===== src/design/trld_pkg.sv =====
// shared types, constants and helpers of the tile run-length decoder
package trld_pkg;

  localparam int TBL_DEPTH       = 240;
  localparam int TBL_AW          = 8;
  localparam int ROW_SLOTS       = 15;
  localparam int CODED_SLOTS     = 5;
  localparam int RUN_W           = 15;
  localparam int MAX_TILE_PIXELS = 32385;

  localparam logic [RUN_W-1:0] RUN_SAT  = '1;
  localparam logic [RUN_W-1:0] SIZE_CAP = RUN_W'(MAX_TILE_PIXELS);

  // configuration register indexes
  localparam logic [1:0] CFG_TILE_WIDTH  = 2'd0;
  localparam logic [1:0] CFG_TILE_HEIGHT = 2'd1;

  // tile header codes
  localparam logic [1:0] HDR_END   = 2'd0;
  localparam logic [1:0] HDR_HORIZ = 2'd1;
  localparam logic [1:0] HDR_VERT  = 2'd2;
  localparam logic [1:0] HDR_RAW   = 2'd3;

  localparam logic [1:0] MODE_NONE = 2'd0;

  typedef enum logic [3:0] {
    PH_TABLE,
    PH_FILL,
    PH_HEADER,
    PH_RAW,
    PH_FIRST,
    PH_LEN_A,
    PH_LEN_B,
    PH_LEN_EXT,
    PH_SEL,
    PH_NEAR,
    PH_FAR3,
    PH_FAR4,
    PH_LOOKUP,
    PH_DONE
  } phase_t;

  // table entry of (row, slot), slots numbered 1..15
  function automatic logic [TBL_AW-1:0] tbl_addr(input logic [3:0] row, input logic [3:0] slot);
    logic [TBL_AW-1:0] base;
    base = {row, 4'b0000} - {4'b0000, row};
    return base + {4'b0000, slot} - TBL_AW'(1);
  endfunction

endpackage


===== src/design/tile_run_length_decoder_top.sv =====
// tile run-length decoder: bit-serial stream in, one run per completed code out
//
// Input: one compressed stream bit per request (in_valid / in_stall), LSB first in
// each colour or length nibble. Output: one run per request (out_valid / out_stall) with its colour,
// pixel count, tile mode and first/last/end markers. Tile size comes from the
// cfg_ port (index 0 tile_width, index 1 tile_height), written while idle, and is
// latched at each tile header.
// A result appears in the output register in the cycle after the bit that
// completes its code. One bit is taken per cycle, except that:
//  - after the fifth coded colour of each table row the unused colours are written
//    to the neighbour table RAM, one slot per cycle, with in_stall high;
//  - each relative colour code adds a PH_LOOKUP stall for the registered RAM read.
// in_stall is also high while a result waits in the output register and the
// receiver stalls; nothing is dropped. Synchronous reset restarts the table load
// and sets both tile sizes to 8. After the end header all bits are taken and
// ignored until reset.
module tile_run_length_decoder_top (
  input  logic        clk,
  input  logic        rst_n,
  input  logic        in_valid,
  output logic        in_stall,
  input  logic        in_stream_bit,
  output logic        out_valid,
  input  logic        out_stall,
  output logic [3:0]  out_color,
  output logic [14:0] out_run_pixels,
  output logic [1:0]  out_tile_mode,
  output logic        out_first_of_tile,
  output logic        out_last_of_tile,
  output logic        out_end_of_stream,
  input  logic        cfg_valid,
  output logic        cfg_ready,
  input  logic [1:0]  cfg_addr,
  input  logic [7:0]  cfg_data
);

  localparam int RW = trld_pkg::RUN_W;

  trld_pkg::phase_t state_r, state_nxt;

  logic [6:0]    tile_width_r;
  logic [7:0]    tile_height_r;
  logic [1:0]    cnt_r, cnt_nxt;
  logic [3:0]    acc_r, acc_nxt;
  logic [RW-1:0] len_r, len_nxt;
  logic [3:0]    row_r, row_nxt;
  logic [3:0]    slot_r, slot_nxt;
  logic [3:0]    k_r, k_nxt;
  logic [15:0]   marks_r, marks_nxt;
  logic [3:0]    prev_r, prev_nxt;
  logic [RW-1:0] pl_r, pl_nxt;
  logic [1:0]    mode_r, mode_nxt;
  logic          tile_start_r, tile_start_nxt;
  logic          done_r, done_nxt;

  logic          out_valid_r, out_valid_nxt;
  logic [3:0]    out_color_r, out_color_nxt;
  logic [RW-1:0] out_run_r, out_run_nxt;
  logic [1:0]    out_mode_r, out_mode_nxt;
  logic          out_first_r, out_first_nxt;
  logic          out_last_r, out_last_nxt;
  logic          out_end_r, out_end_nxt;

  logic [3:0] mem [trld_pkg::TBL_DEPTH];
  logic [3:0] rd_q;
  logic                      mem_we, mem_re;
  logic [trld_pkg::TBL_AW-1:0] mem_waddr, mem_raddr;
  logic [3:0]                mem_wdata;

  logic          in_acc;
  logic          bit_in;
  logic          nib_done;
  logic [3:0]    nib;
  logic [1:0]    hdr;
  logic [2:0]    far_v;
  logic [RW:0]   ext_sum;
  logic [RW-1:0] cand_len, clip_len, pl_after;
  logic          run_last;
  logic [RW-1:0] tile_prod, tile_size;
  logic [RW-1:0] raw_pl;
  logic [15:0]   fill_marks;
  logic [3:0]    fill_pick;

  assign in_stall  = (state_r == trld_pkg::PH_FILL) || (state_r == trld_pkg::PH_LOOKUP) ||
                     (out_valid_r && out_stall);
  assign in_acc    = in_valid && !in_stall;
  assign bit_in    = in_stream_bit;
  assign cfg_ready = 1'b1;

  assign nib_done = (cnt_r == 2'd3);
  assign nib      = {bit_in, acc_r[3:1]};
  assign hdr      = {bit_in, acc_r[0]};
  assign far_v    = {acc_r[1:0], bit_in};

  // candidate run length for the code finishing on this bit
  assign ext_sum = {1'b0, len_r} + {{(RW-3){1'b0}}, nib};
  always_comb begin
    case (state_r)
      trld_pkg::PH_LEN_A: cand_len = RW'(1);
      trld_pkg::PH_LEN_B: cand_len = RW'(2);
      default:            cand_len = ext_sum[RW] ? trld_pkg::RUN_SAT : ext_sum[RW-1:0];
    endcase
  end
  assign clip_len = (cand_len > pl_r) ? pl_r : cand_len;
  assign pl_after = pl_r - clip_len;
  assign run_last = (pl_after == '0);

  assign raw_pl = (pl_r != '0) ? pl_r - RW'(1) : pl_r;

  assign tile_prod = RW'({8'b0, tile_width_r} * {7'b0, tile_height_r});
  always_comb begin
    if (tile_prod == '0) begin
      tile_size = RW'(1);
    end else if (tile_prod > trld_pkg::SIZE_CAP) begin
      tile_size = trld_pkg::SIZE_CAP;
    end else begin
      tile_size = tile_prod;
    end
  end

  // highest colour in 1..k not used by the row, else 0
  assign fill_marks = marks_r | (16'd1 << row_r);
  always_comb begin
    fill_pick = 4'd0;
    for (int j = 1; j < 16; j++) begin
      if (4'(j) <= k_r && !fill_marks[j]) begin
        fill_pick = 4'(j);
      end
    end
  end

  // next phase
  always_comb begin
    state_nxt = state_r;
    unique case (state_r)
      trld_pkg::PH_TABLE: begin
        if (in_acc && nib_done && slot_r == 4'(trld_pkg::CODED_SLOTS)) begin
          state_nxt = trld_pkg::PH_FILL;
        end
      end
      trld_pkg::PH_FILL: begin
        if (slot_r == 4'(trld_pkg::ROW_SLOTS)) begin
          state_nxt = (row_r == 4'd15) ? trld_pkg::PH_HEADER : trld_pkg::PH_TABLE;
        end
      end
      trld_pkg::PH_HEADER: begin
        if (in_acc && cnt_r[0]) begin
          unique case (hdr)
            trld_pkg::HDR_END:                     state_nxt = trld_pkg::PH_DONE;
            trld_pkg::HDR_RAW:                     state_nxt = trld_pkg::PH_RAW;
            trld_pkg::HDR_HORIZ, trld_pkg::HDR_VERT: state_nxt = trld_pkg::PH_FIRST;
            default:                               state_nxt = trld_pkg::PH_FIRST;
          endcase
        end
      end
      trld_pkg::PH_RAW: begin
        if (in_acc && nib_done && raw_pl == '0) begin
          state_nxt = trld_pkg::PH_HEADER;
        end
      end
      trld_pkg::PH_FIRST: begin
        if (in_acc && nib_done) begin
          state_nxt = trld_pkg::PH_LEN_A;
        end
      end
      trld_pkg::PH_LEN_A: begin
        if (in_acc) begin
          if (bit_in) begin
            state_nxt = trld_pkg::PH_LEN_B;
          end else begin
            state_nxt = run_last ? trld_pkg::PH_HEADER : trld_pkg::PH_SEL;
          end
        end
      end
      trld_pkg::PH_LEN_B: begin
        if (in_acc) begin
          if (bit_in) begin
            state_nxt = trld_pkg::PH_LEN_EXT;
          end else begin
            state_nxt = run_last ? trld_pkg::PH_HEADER : trld_pkg::PH_SEL;
          end
        end
      end
      trld_pkg::PH_LEN_EXT: begin
        if (in_acc && nib_done && nib != 4'hf) begin
          state_nxt = run_last ? trld_pkg::PH_HEADER : trld_pkg::PH_SEL;
        end
      end
      trld_pkg::PH_SEL: begin
        if (in_acc) begin
          state_nxt = bit_in ? trld_pkg::PH_FAR3 : trld_pkg::PH_NEAR;
        end
      end
      trld_pkg::PH_NEAR: begin
        if (in_acc) begin
          state_nxt = trld_pkg::PH_LOOKUP;
        end
      end
      trld_pkg::PH_FAR3: begin
        if (in_acc && cnt_r == 2'd2) begin
          state_nxt = (far_v < 3'd3) ? trld_pkg::PH_LOOKUP : trld_pkg::PH_FAR4;
        end
      end
      trld_pkg::PH_FAR4: begin
        if (in_acc) begin
          state_nxt = trld_pkg::PH_LOOKUP;
        end
      end
      trld_pkg::PH_LOOKUP: state_nxt = trld_pkg::PH_LEN_A;
      trld_pkg::PH_DONE:   state_nxt = trld_pkg::PH_DONE;
      default:             state_nxt = state_r;
    endcase
  end

  // datapath, table RAM controls and result register
  always_comb begin
    cnt_nxt        = cnt_r;
    acc_nxt        = acc_r;
    len_nxt        = len_r;
    row_nxt        = row_r;
    slot_nxt       = slot_r;
    k_nxt          = k_r;
    marks_nxt      = marks_r;
    prev_nxt       = prev_r;
    pl_nxt         = pl_r;
    mode_nxt       = mode_r;
    tile_start_nxt = tile_start_r;
    done_nxt       = done_r;
    mem_we         = 1'b0;
    mem_waddr      = trld_pkg::tbl_addr(row_r, slot_r);
    mem_wdata      = nib;
    mem_re         = 1'b0;
    mem_raddr      = trld_pkg::tbl_addr(prev_r, 4'd1);
    out_valid_nxt  = out_valid_r && out_stall;
    out_color_nxt  = out_color_r;
    out_run_nxt    = out_run_r;
    out_mode_nxt   = out_mode_r;
    out_first_nxt  = out_first_r;
    out_last_nxt   = out_last_r;
    out_end_nxt    = out_end_r;

    unique case (state_r)
      trld_pkg::PH_TABLE: begin
        if (in_acc) begin
          cnt_nxt = cnt_r + 2'd1;
          acc_nxt = nib;
          if (nib_done) begin
            mem_we    = 1'b1;
            marks_nxt = marks_r | (16'd1 << nib);
            acc_nxt   = 4'd0;
            if (slot_r == 4'(trld_pkg::CODED_SLOTS)) begin
              k_nxt = 4'd15;
            end
            slot_nxt = slot_r + 4'd1;
          end
        end
      end
      trld_pkg::PH_FILL: begin
        mem_we    = 1'b1;
        mem_wdata = fill_pick;
        k_nxt     = (fill_pick != 4'd0) ? fill_pick - 4'd1 : 4'd0;
        slot_nxt  = slot_r + 4'd1;
        if (slot_r == 4'(trld_pkg::ROW_SLOTS)) begin
          marks_nxt = '0;
          slot_nxt  = 4'd1;
          row_nxt   = row_r + 4'd1;
        end
      end
      trld_pkg::PH_HEADER: begin
        if (in_acc) begin
          if (!cnt_r[0]) begin
            acc_nxt = {3'b000, bit_in};
            cnt_nxt = 2'd1;
          end else begin
            acc_nxt = 4'd0;
            cnt_nxt = 2'd0;
            if (hdr == trld_pkg::HDR_END) begin
              done_nxt      = 1'b1;
              out_valid_nxt = 1'b1;
              out_color_nxt = 4'd0;
              out_run_nxt   = '0;
              out_mode_nxt  = trld_pkg::MODE_NONE;
              out_first_nxt = 1'b0;
              out_last_nxt  = 1'b0;
              out_end_nxt   = 1'b1;
              tile_start_nxt = 1'b0;
            end else begin
              mode_nxt       = hdr - 2'd1;
              pl_nxt         = tile_size;
              tile_start_nxt = 1'b1;
            end
          end
        end
      end
      trld_pkg::PH_RAW: begin
        if (in_acc) begin
          cnt_nxt = cnt_r + 2'd1;
          acc_nxt = nib;
          if (nib_done) begin
            acc_nxt        = 4'd0;
            pl_nxt         = raw_pl;
            out_valid_nxt  = 1'b1;
            out_color_nxt  = nib;
            out_run_nxt    = RW'(1);
            out_mode_nxt   = mode_r;
            out_first_nxt  = tile_start_r;
            out_last_nxt   = (raw_pl == '0);
            out_end_nxt    = 1'b0;
            tile_start_nxt = 1'b0;
          end
        end
      end
      trld_pkg::PH_FIRST: begin
        if (in_acc) begin
          cnt_nxt = cnt_r + 2'd1;
          acc_nxt = nib;
          if (nib_done) begin
            prev_nxt = nib;
            acc_nxt  = 4'd0;
          end
        end
      end
      trld_pkg::PH_LEN_A, trld_pkg::PH_LEN_B, trld_pkg::PH_LEN_EXT: begin
        if (in_acc) begin
          if (state_r == trld_pkg::PH_LEN_EXT) begin
            cnt_nxt = cnt_r + 2'd1;
            acc_nxt = nib;
            if (nib_done) begin
              acc_nxt = 4'd0;
              len_nxt = cand_len;
            end
          end else if (state_r == trld_pkg::PH_LEN_B && bit_in) begin
            len_nxt = RW'(3);
            cnt_nxt = 2'd0;
            acc_nxt = 4'd0;
          end
          // a zero bit ends the short codes, a nibble other than 15 ends the long one
          if ((state_r != trld_pkg::PH_LEN_EXT && !bit_in) ||
              (state_r == trld_pkg::PH_LEN_EXT && nib_done && nib != 4'hf)) begin
            pl_nxt         = pl_after;
            cnt_nxt        = 2'd0;
            acc_nxt        = 4'd0;
            out_valid_nxt  = 1'b1;
            out_color_nxt  = prev_r;
            out_run_nxt    = clip_len;
            out_mode_nxt   = mode_r;
            out_first_nxt  = tile_start_r;
            out_last_nxt   = run_last;
            out_end_nxt    = 1'b0;
            tile_start_nxt = 1'b0;
          end
        end
      end
      trld_pkg::PH_SEL: begin
        if (in_acc) begin
          cnt_nxt = 2'd0;
          acc_nxt = 4'd0;
        end
      end
      trld_pkg::PH_NEAR: begin
        if (in_acc) begin
          mem_re    = 1'b1;
          mem_raddr = trld_pkg::tbl_addr(prev_r, {3'b000, bit_in} + 4'd1);
        end
      end
      trld_pkg::PH_FAR3: begin
        if (in_acc) begin
          acc_nxt = {acc_r[2:0], bit_in};
          cnt_nxt = cnt_r + 2'd1;
          if (cnt_r == 2'd2) begin
            cnt_nxt = 2'd0;
            if (far_v < 3'd3) begin
              mem_re    = 1'b1;
              mem_raddr = trld_pkg::tbl_addr(prev_r, {1'b0, far_v} + 4'd3);
            end
          end
        end
      end
      trld_pkg::PH_FAR4: begin
        if (in_acc) begin
          mem_re    = 1'b1;
          mem_raddr = trld_pkg::tbl_addr(prev_r, {acc_r[2:0], bit_in});
        end
      end
      trld_pkg::PH_LOOKUP: begin
        prev_nxt = rd_q;
        cnt_nxt  = 2'd0;
        acc_nxt  = 4'd0;
      end
      trld_pkg::PH_DONE: begin
        done_nxt = 1'b1;
      end
      default: begin
        done_nxt = done_r;
      end
    endcase
  end

  always_ff @(posedge clk) begin
    if (mem_we) begin
      mem[mem_waddr] <= mem_wdata;
    end
    if (mem_re) begin
      rd_q <= mem[mem_raddr];
    end
  end

  always_ff @(posedge clk) begin
    if (!rst_n) begin
      tile_width_r  <= 7'd8;
      tile_height_r <= 8'd8;
    end else if (cfg_valid && cfg_ready) begin
      case (cfg_addr)
        trld_pkg::CFG_TILE_WIDTH:  tile_width_r  <= cfg_data[6:0];
        trld_pkg::CFG_TILE_HEIGHT: tile_height_r <= cfg_data;
        default: ;
      endcase
    end
  end

  always_ff @(posedge clk) begin
    if (!rst_n) begin
      state_r      <= trld_pkg::PH_TABLE;
      cnt_r        <= '0;
      acc_r        <= '0;
      len_r        <= '0;
      row_r        <= '0;
      slot_r       <= 4'd1;
      k_r          <= '0;
      marks_r      <= '0;
      prev_r       <= '0;
      pl_r         <= '0;
      mode_r       <= '0;
      tile_start_r <= 1'b0;
      done_r       <= 1'b0;
      out_valid_r  <= 1'b0;
    end else begin
      state_r      <= state_nxt;
      cnt_r        <= cnt_nxt;
      acc_r        <= acc_nxt;
      len_r        <= len_nxt;
      row_r        <= row_nxt;
      slot_r       <= slot_nxt;
      k_r          <= k_nxt;
      marks_r      <= marks_nxt;
      prev_r       <= prev_nxt;
      pl_r         <= pl_nxt;
      mode_r       <= mode_nxt;
      tile_start_r <= tile_start_nxt;
      done_r       <= done_nxt;
      out_valid_r  <= out_valid_nxt;
    end
  end

  always_ff @(posedge clk) begin
    out_color_r <= out_color_nxt;
    out_run_r   <= out_run_nxt;
    out_mode_r  <= out_mode_nxt;
    out_first_r <= out_first_nxt;
    out_last_r  <= out_last_nxt;
    out_end_r   <= out_end_nxt;
  end

  assign out_valid         = out_valid_r;
  assign out_color         = out_color_r;
  assign out_run_pixels    = out_run_r;
  assign out_tile_mode     = out_mode_r;
  assign out_first_of_tile = out_first_r;
  assign out_last_of_tile  = out_last_r;
  assign out_end_of_stream = out_end_r;

  // once the end header is seen the decoder never leaves the done phase
  a_done_sticky: assert property (@(posedge clk) disable iff (!rst_n)
    done_r |=> done_r && state_r == trld_pkg::PH_DONE)
    else $error("decoder left done phase");

  // a run other than the end marker always carries pixels
  a_run_nonzero: assert property (@(posedge clk) disable iff (!rst_n)
    out_valid_r && !out_end_r |-> out_run_r != '0)
    else $error("empty run emitted");

  // a run that completes its tile leaves no pixels behind
  a_last_empties: assert property (@(posedge clk) disable iff (!rst_n)
    $rose(out_valid_r) && out_last_r |-> pl_r == '0)
    else $error("last run with pixels left");

  // the table RAM read always resolves in the next cycle
  a_lookup_once: assert property (@(posedge clk) disable iff (!rst_n)
    state_r == trld_pkg::PH_LOOKUP |=> state_r == trld_pkg::PH_LEN_A)
    else $error("lookup wait not one cycle");

  // the unused-colour sweep ends on the last slot of a row
  a_fill_end: assert property (@(posedge clk) disable iff (!rst_n)
    state_r == trld_pkg::PH_FILL && slot_r == 4'(trld_pkg::ROW_SLOTS) |=>
      slot_r == 4'd1 && marks_r == '0)
    else $error("fill sweep did not close the row");

endmodule

===== config.mk =====
export PLATFORM = sky130hd
export DESIGN_NAME = tile_run_length_decoder_top
export DESIGN_NICKNAME = d
export VERILOG_FILES = /design/src/design/trld_pkg.sv /design/src/design/tile_run_length_decoder_top.sv
export SDC_FILE = /design/constraint.sdc
export NUM_CORES = 2
export LEC_CHECK = 0
export BUFFER_PORTS_ARGS = -buffer_cell sky130_fd_sc_hd__buf_4
export CAP_MARGIN = 20
export CORE_MARGIN = 2
export CORE_UTILIZATION = 45
export DETAILED_ROUTE_END_ITERATION = 7
export HOLD_SLACK_MARGIN = 0.02
export PLACE_DENSITY = 0.58
export SLEW_MARGIN = 20
export SYNTH_ARGS = -nofsm -noshare
export SYNTH_HDL_FRONTEND = slang
export SYNTH_SLANG_ARGS = --single-unit

===== constraint.sdc =====
create_clock -name clk -period 34.1 [get_ports clk]
set_clock_uncertainty 0.05 [all_clocks]
set_input_delay 5.115 -clock clk [delete_from_list [all_inputs] [get_ports clk]]
set_output_delay 5.115 -clock clk [all_outputs]
set_load 0.02 [all_outputs]

* After elaboration in Yosys (flattened, before gate mapping) *
Memory sizes are Yosys's and may differ from the RTL's. A register that Yosys moved wholly into a read port is not among the register bits.
Index checks and enable logic that the tools add are counted.

cells by class
  mux-type cells = 161
  add/sub/neg operators = 22
  shift operators = 2
  reduce and logical (&&, ||, !) cells = 79
  bitwise operators = 3
  $mul = 1
  $lt $le $gt $ge = 18
  equal/unequal tests = 52
  divide/modulo/power cells = 0

operators by type and width
  cell                  number
  $mux 15               22
  $mux 4                52
  $pmux 15 s3           2
  $pmux 4 s13           1
  $mux 16               3
  $ne 2x2->1 const B    24
  $logic_not 15->1      3
  $mux 8                5
  $sub 8x1->8 const B   5
  $mux 1                39
  $mux 2                18
  $eq 4x4->1 const B    8
  $le 4x4->1 const A    8
  $or 16x16->16         2
  $pmux 16 s2           1
  $shl 1x4->16 const A  2
  $pmux 15 s2           1
  $logic_and 1x1->1     27
  $add 8x4->8           3
  $pmux 4 s2            3
  $pmux 4 s3            2
  $pmux 4 s6            1
  $pmux 8 s3            1
  $eq 4x3->1 const B    5
  other kinds (50)      100

storage, ports and cells
  output and inout bits = 27
  RAM bits = 960
  latch bits = 0
  bits in read-only memories = 0
  bits in registers = 115
  memories kept = 1

memory list
  name  words  bits a word  rd ports  clocked after memory_dff  write ports  line                               text
  mem   240    4            1         1                         1            tile_run_length_decoder_top.sv:64  logic [3:0] mem [trld_pkg::TBL_DEPTH];

* Logic depth before layout (Yosys ltp) *
  word-level depth = 22
  gate-level depth with buffers = 36
  gate-level depth less buffers = 34

* Worst setup path after synthesis *
Ideal clock, no wire load.

  path kind = flip-flop to flip-flop
  start point = reg row_r[1]
  end point = mem mem[0][3] (data pin)
  stages on the path, launching flop included = 8
  slack = 21.080 ns
  library setup time = 2.064 ns
  clock period less this slack = 13.020 ns
  arrival = 10.906 ns
  cell sequence = dfxtp_1 ha_1 ha_1 a2111oi_0 nor2_1 nand2_1 nor4_1 o21ai_0

on the way
  longest elaborated chain between the ends = 18
  elaborated cells between the ends (all ways) = 42
  classes of those cells = shift: 1; mux: 14; bitwise: 1; reduce/logical: 26

RTL lines
  what                      line                                text
  start: declaration        tile_run_length_decoder_top.sv:46   logic [3:0] row_r, row_nxt;
  start signal: assignment  tile_run_length_decoder_top.sv:442  row_r <= row_nxt;
  $shl 1x4->16 *            tile_run_length_decoder_top.sv:122  assign fill_marks = marks_r | (16'd1 << row_r);
  $or 16x16->16 *           tile_run_length_decoder_top.sv:122
  $logic_not 1->1           tile_run_length_decoder_top.sv:126  if (4'(j) <= k_r && !fill_marks[j]) begin
  $logic_and 1x1->1         tile_run_length_decoder_top.sv:126
  $mux 4 (12 in a row)      tile_run_length_decoder_top.sv:126
  $mux 4 *                  tile_run_length_decoder_top.sv:126
  $mux 4 *                  tile_run_length_decoder_top.sv:242  unique case (state_r)
  named net mem_wdata[3]    tile_run_length_decoder_top.sv:68   logic [3:0] mem_wdata;
  end: declaration          tile_run_length_decoder_top.sv:64

Mark *: on every way through the listed nets, which the timed path passes. The rest lies on a longest branch.

* Worst setup path after layout *
  start point = in in_stream_bit
  end point = reg rd_q[3] (read register of mem) (data pin)

on the way
  longest elaborated chain between the ends = 7
  elaborated cells between the ends (all ways) = 19
  classes of those cells = add/sub: 8; order compare: 1; mux: 10

RTL lines
  what                line                                text
  start: declaration  tile_run_length_decoder_top.sv:22   input logic in_stream_bit,
  $add 3x2->4         tile_run_length_decoder_top.sv:374  mem_raddr = trld_pkg::tbl_addr(prev_r, {1'b0, far_v} + 4'd3);
  $add 8x4->8         trld_pkg.sv:47                      return base + {4'b0000, slot} - TBL_AW'(1);
  $sub 8x1->8         trld_pkg.sv:47
  $mux 8              tile_run_length_decoder_top.sv:372  if (far_v < 3'd3) begin
  $mux 8              tile_run_length_decoder_top.sv:370  if (cnt_r == 2'd2) begin
  $mux 8              tile_run_length_decoder_top.sv:367  if (in_acc) begin
  $pmux 8 s3          tile_run_length_decoder_top.sv:242
  end: declaration    tile_run_length_decoder_top.sv:65   logic [3:0] rd_q;

Parallel ways exist; a longest one is shown, timed or not.
A chain may end at the register's enable or synchronous reset.

==> results.cfg <==
[placement]
port_buffers = 41
hpwl_mm = 87.4
gp_congestion = 0.870
place_ws_ps = 21970

[sta]
slew_headroom = 0.254
slew_viol_final = 0
setup_violations = 0
fmaxAchievable_mhz = 86.6
setup-tns-final_ps = 0
worst_pin_slew_ps = 1110
period_needed_ps = 11550
hold_violations = 0
setup_ws_ps = 22550
grt_setup_unrepaired = false
period_share = 0.339

[synth]
synth_edf_count = 988
yosysTopAreaCell = edfxtp_1
yosys_warnings = 0
ys_async_sr_fraction = 0
postSynthAreaPerCell_sq_um = 11.2
synth_ff_type = edfxtp_1
synth_fp_nets = 4648
synthCells = 4492
yosys.area.top_type_share = 0.588
synth_area_sq_mm = 0.0505
ys_seq_elements = 1078
yosysUniqueCellTypes = 95
ys_seq_area_frac = 0.624
synth_area_leaders = edfxtp_1 (59%), nand2_1 (7.2%), dfxtp_1 (3.6%)

[cts]
clock-sinks = 1078
cts_resized = 0
cts_made_buffers = 113
clock_path_buffers = 3
cts_tree = done
root_buffer = clkbuf_16
post_cts_buffers = 0
htreeDepth = 3
clkTransAtPathRegs_ps = 60
hold_buffers = 0
worstSkewPairLatency_ps = 720

[finish]
num-fill-cells = 9788
drive_above_1_share = 0.0737
multiInputGateArea_sq_mm = 0.0175
ff_latch_area_sq_mm = 0.0315
area_growth_pct = 10.6
layout.nets = 4584

[floorplanning]
die_y_um = 339
initial_core_util = 0.455
pin_count = 43
die_area_sq_mm = 0.115
fp.dieW_um = 339
row_count = 122
coreArea_sq_mm = 0.111

[drt]
wl_per_cell_um = 24.0
ant_nets = 0
wl_mm = 144
drt_pre_antenna_iters = 5
drt-initial-drc-count = 3860
drc = 0
num_vias = 35500
routed_via_density = 5.92

[grt]
grt_pass1_wl_mm = 218
grt_usage = 0.247
overflow = 0
antenna_found_initial = 4
grt_max_degree = 182
grt_pass1_vias = 34400

[run]
cap_violations = 0

[run_status]
status = finished, final reports clean

[pwr]
ir_drop_mv = 0.0415
leakage_nw = 19.4
p_per_area_mw_per_mm2 = 49.8

[critical_path]
critPathArrivalTime_ps = 12090
critPathCaptureType = flip-flop
startpoint = in_stream_bit
rr_startpoint = prev_r[0]
path_class = in -> reg
startpoint_type = input pin
cp.required_ps = 34640
crit_fanout = 73

[min_path]
min_path_type = reg -> reg
min-delay-start = marks_r[1]
## worst max-delay path, stage by stage
cell and delay [ps]:
buf_4 210, clkinv_1 390, ha_1 360, inv_1 70, ha_1 200, fa_1 390, and2_1 160, a31oi_1 230
o32ai_4 100, buf_4 280, nor3_2 680, buf_4 720, buf_4 690, buf_4 760, nand2_1 140, nand2_1 100
o22ai_1 70, o21ai_0 150, o21ai_0 200, o41ai_1 640, o2111a_1 280
## kinds of logic (layout without fill, tap and decap cells)
logic type	count (synthesis)	in the layout	synth area share
AND/OR/NAND/NOR	2017	2017	0.174
flip-flops	1078	1078	0.624
AO/OA/AOI/OAI	711	711	0.0999
buffers and inverters	388	412	0.0329
adder cells (fa/ha/maj)	140	140	0.0398
multiplexers	92	92	0.0184
XOR/XNOR	65	65	0.0113
other	1	2	0.0000743
## final timing paths
check	end	slack [ps]	cells past startpoint
max	rd_q[3]	22550	21
min	marks_r[1]	430	2
max reg2reg	rd_q[3]	25540	21
min reg2reg	marks_r[1]	430	2
## state kept, by name (all words and copies together) (netlist names), 7 cells and up
| name | flops |
|---|---|
| pl_r | 15 |
| marks_r | 15 |
| mem | 960 |
| tile_height_r | 8 |
| len_r | 15 |
| tile_width_r | 7 |
| out_run_pixels | 15 |
## layer usage
metal,vias up,track usage,routed length (um)
met4,0,0.0668,3470
li1,16300,-,-
met5,-,0,0
met1,17600,0.349,62500
met2,1440,0.399,67000
met3,209,0.0370,11100
## where the power goes
group | internal (W) | switching (W) | leakage, nW
sequential | 0.00145 | 0.00000356 | 9.74
clock | 0.000725 | 0.000526 | 1.82
combinational | 0.0000194 | 0.0000587 | 7.82
## Yosys cell counts, types with 17 or more instances
| cell | count |
|---|---|
| edfxtp_1 | 988 |
| nand2_1 | 972 |
| nor2_1 | 426 |
| nand3_1 | 328 |
| a21oi_1 | 150 |
| clkbuf_1 | 130 |
| buf_2 | 116 |
| ha_1 | 106 |
| inv_1 | 94 |
| a311oi_1 | 91 |
| dfxtp_1 | 90 |
| mux2i_1 | 86 |
| o21ai_0 | 86 |
| and3_1 | 57 |
| a31oi_1 | 56 |
| a211oi_1 | 52 |
| xnor2_1 | 50 |
| nor3_1 | 42 |
| nor2b_1 | 41 |
| o22ai_1 | 39 |
| and2_1 | 38 |
| fa_1 | 34 |
| buf_1 | 32 |
| o31a_1 | 27 |
| a22oi_1 | 22 |
| nor4_1 | 20 |
| or3_1 | 18 |
| nand4_1 | 17 |
| o211a_1 | 17 |
## area by class of cell
class / instances / share of cell area
inverter: 97 / 0.00653
sequential: 1078 / 0.564
antenna: 1 / 0.0000449
timing repair buffer: 112 / 0.0157
clock inverter: 65 / 0.0127
multi-input combinational: 3026 / 0.313
tap: 1488 / 0.0334
clock buffer: 138 / 0.0540
## placed cells by master (no fill, tap or decap), types with 52 or more instances in the layout
cell and instances:
nor2_1 425, a311oi_1 91, ha_1 106, dfxtp_1 90, buf_4 109, nand3_1 328, a211oi_1 52, edfxtp_1 988
nand2_1 966, clkbuf_16 116, a31oi_1 56, o21ai_0 80, inv_1 94, and3_1 57, a21oi_1 149, mux2i_1 86
## per-stage QoR
| stage | instances | cell area [sq um] | hold slack (ps) | total power, W | util |
|---|---|---|---|---|---|
| after global placement | 5801 | 52100 | 404 | 0.00156 | 0.469 |
| after detailed placement | 5801 | 52100 | 409 | 0.00156 | 0.469 |
| after global routing | 6004 | 55800 | 459 | 0.00285 | 0.503 |
| final | 6005 | 55800 | 425 | 0.00278 | 0.503 |
| after floorplan | 4492 | 50500 | 387 | 0.00154 | - |
| after CTS | 6004 | 55800 | 430 | 0.00280 | 0.503 |
No activity file was read; power rests on OpenSTA's default activity.
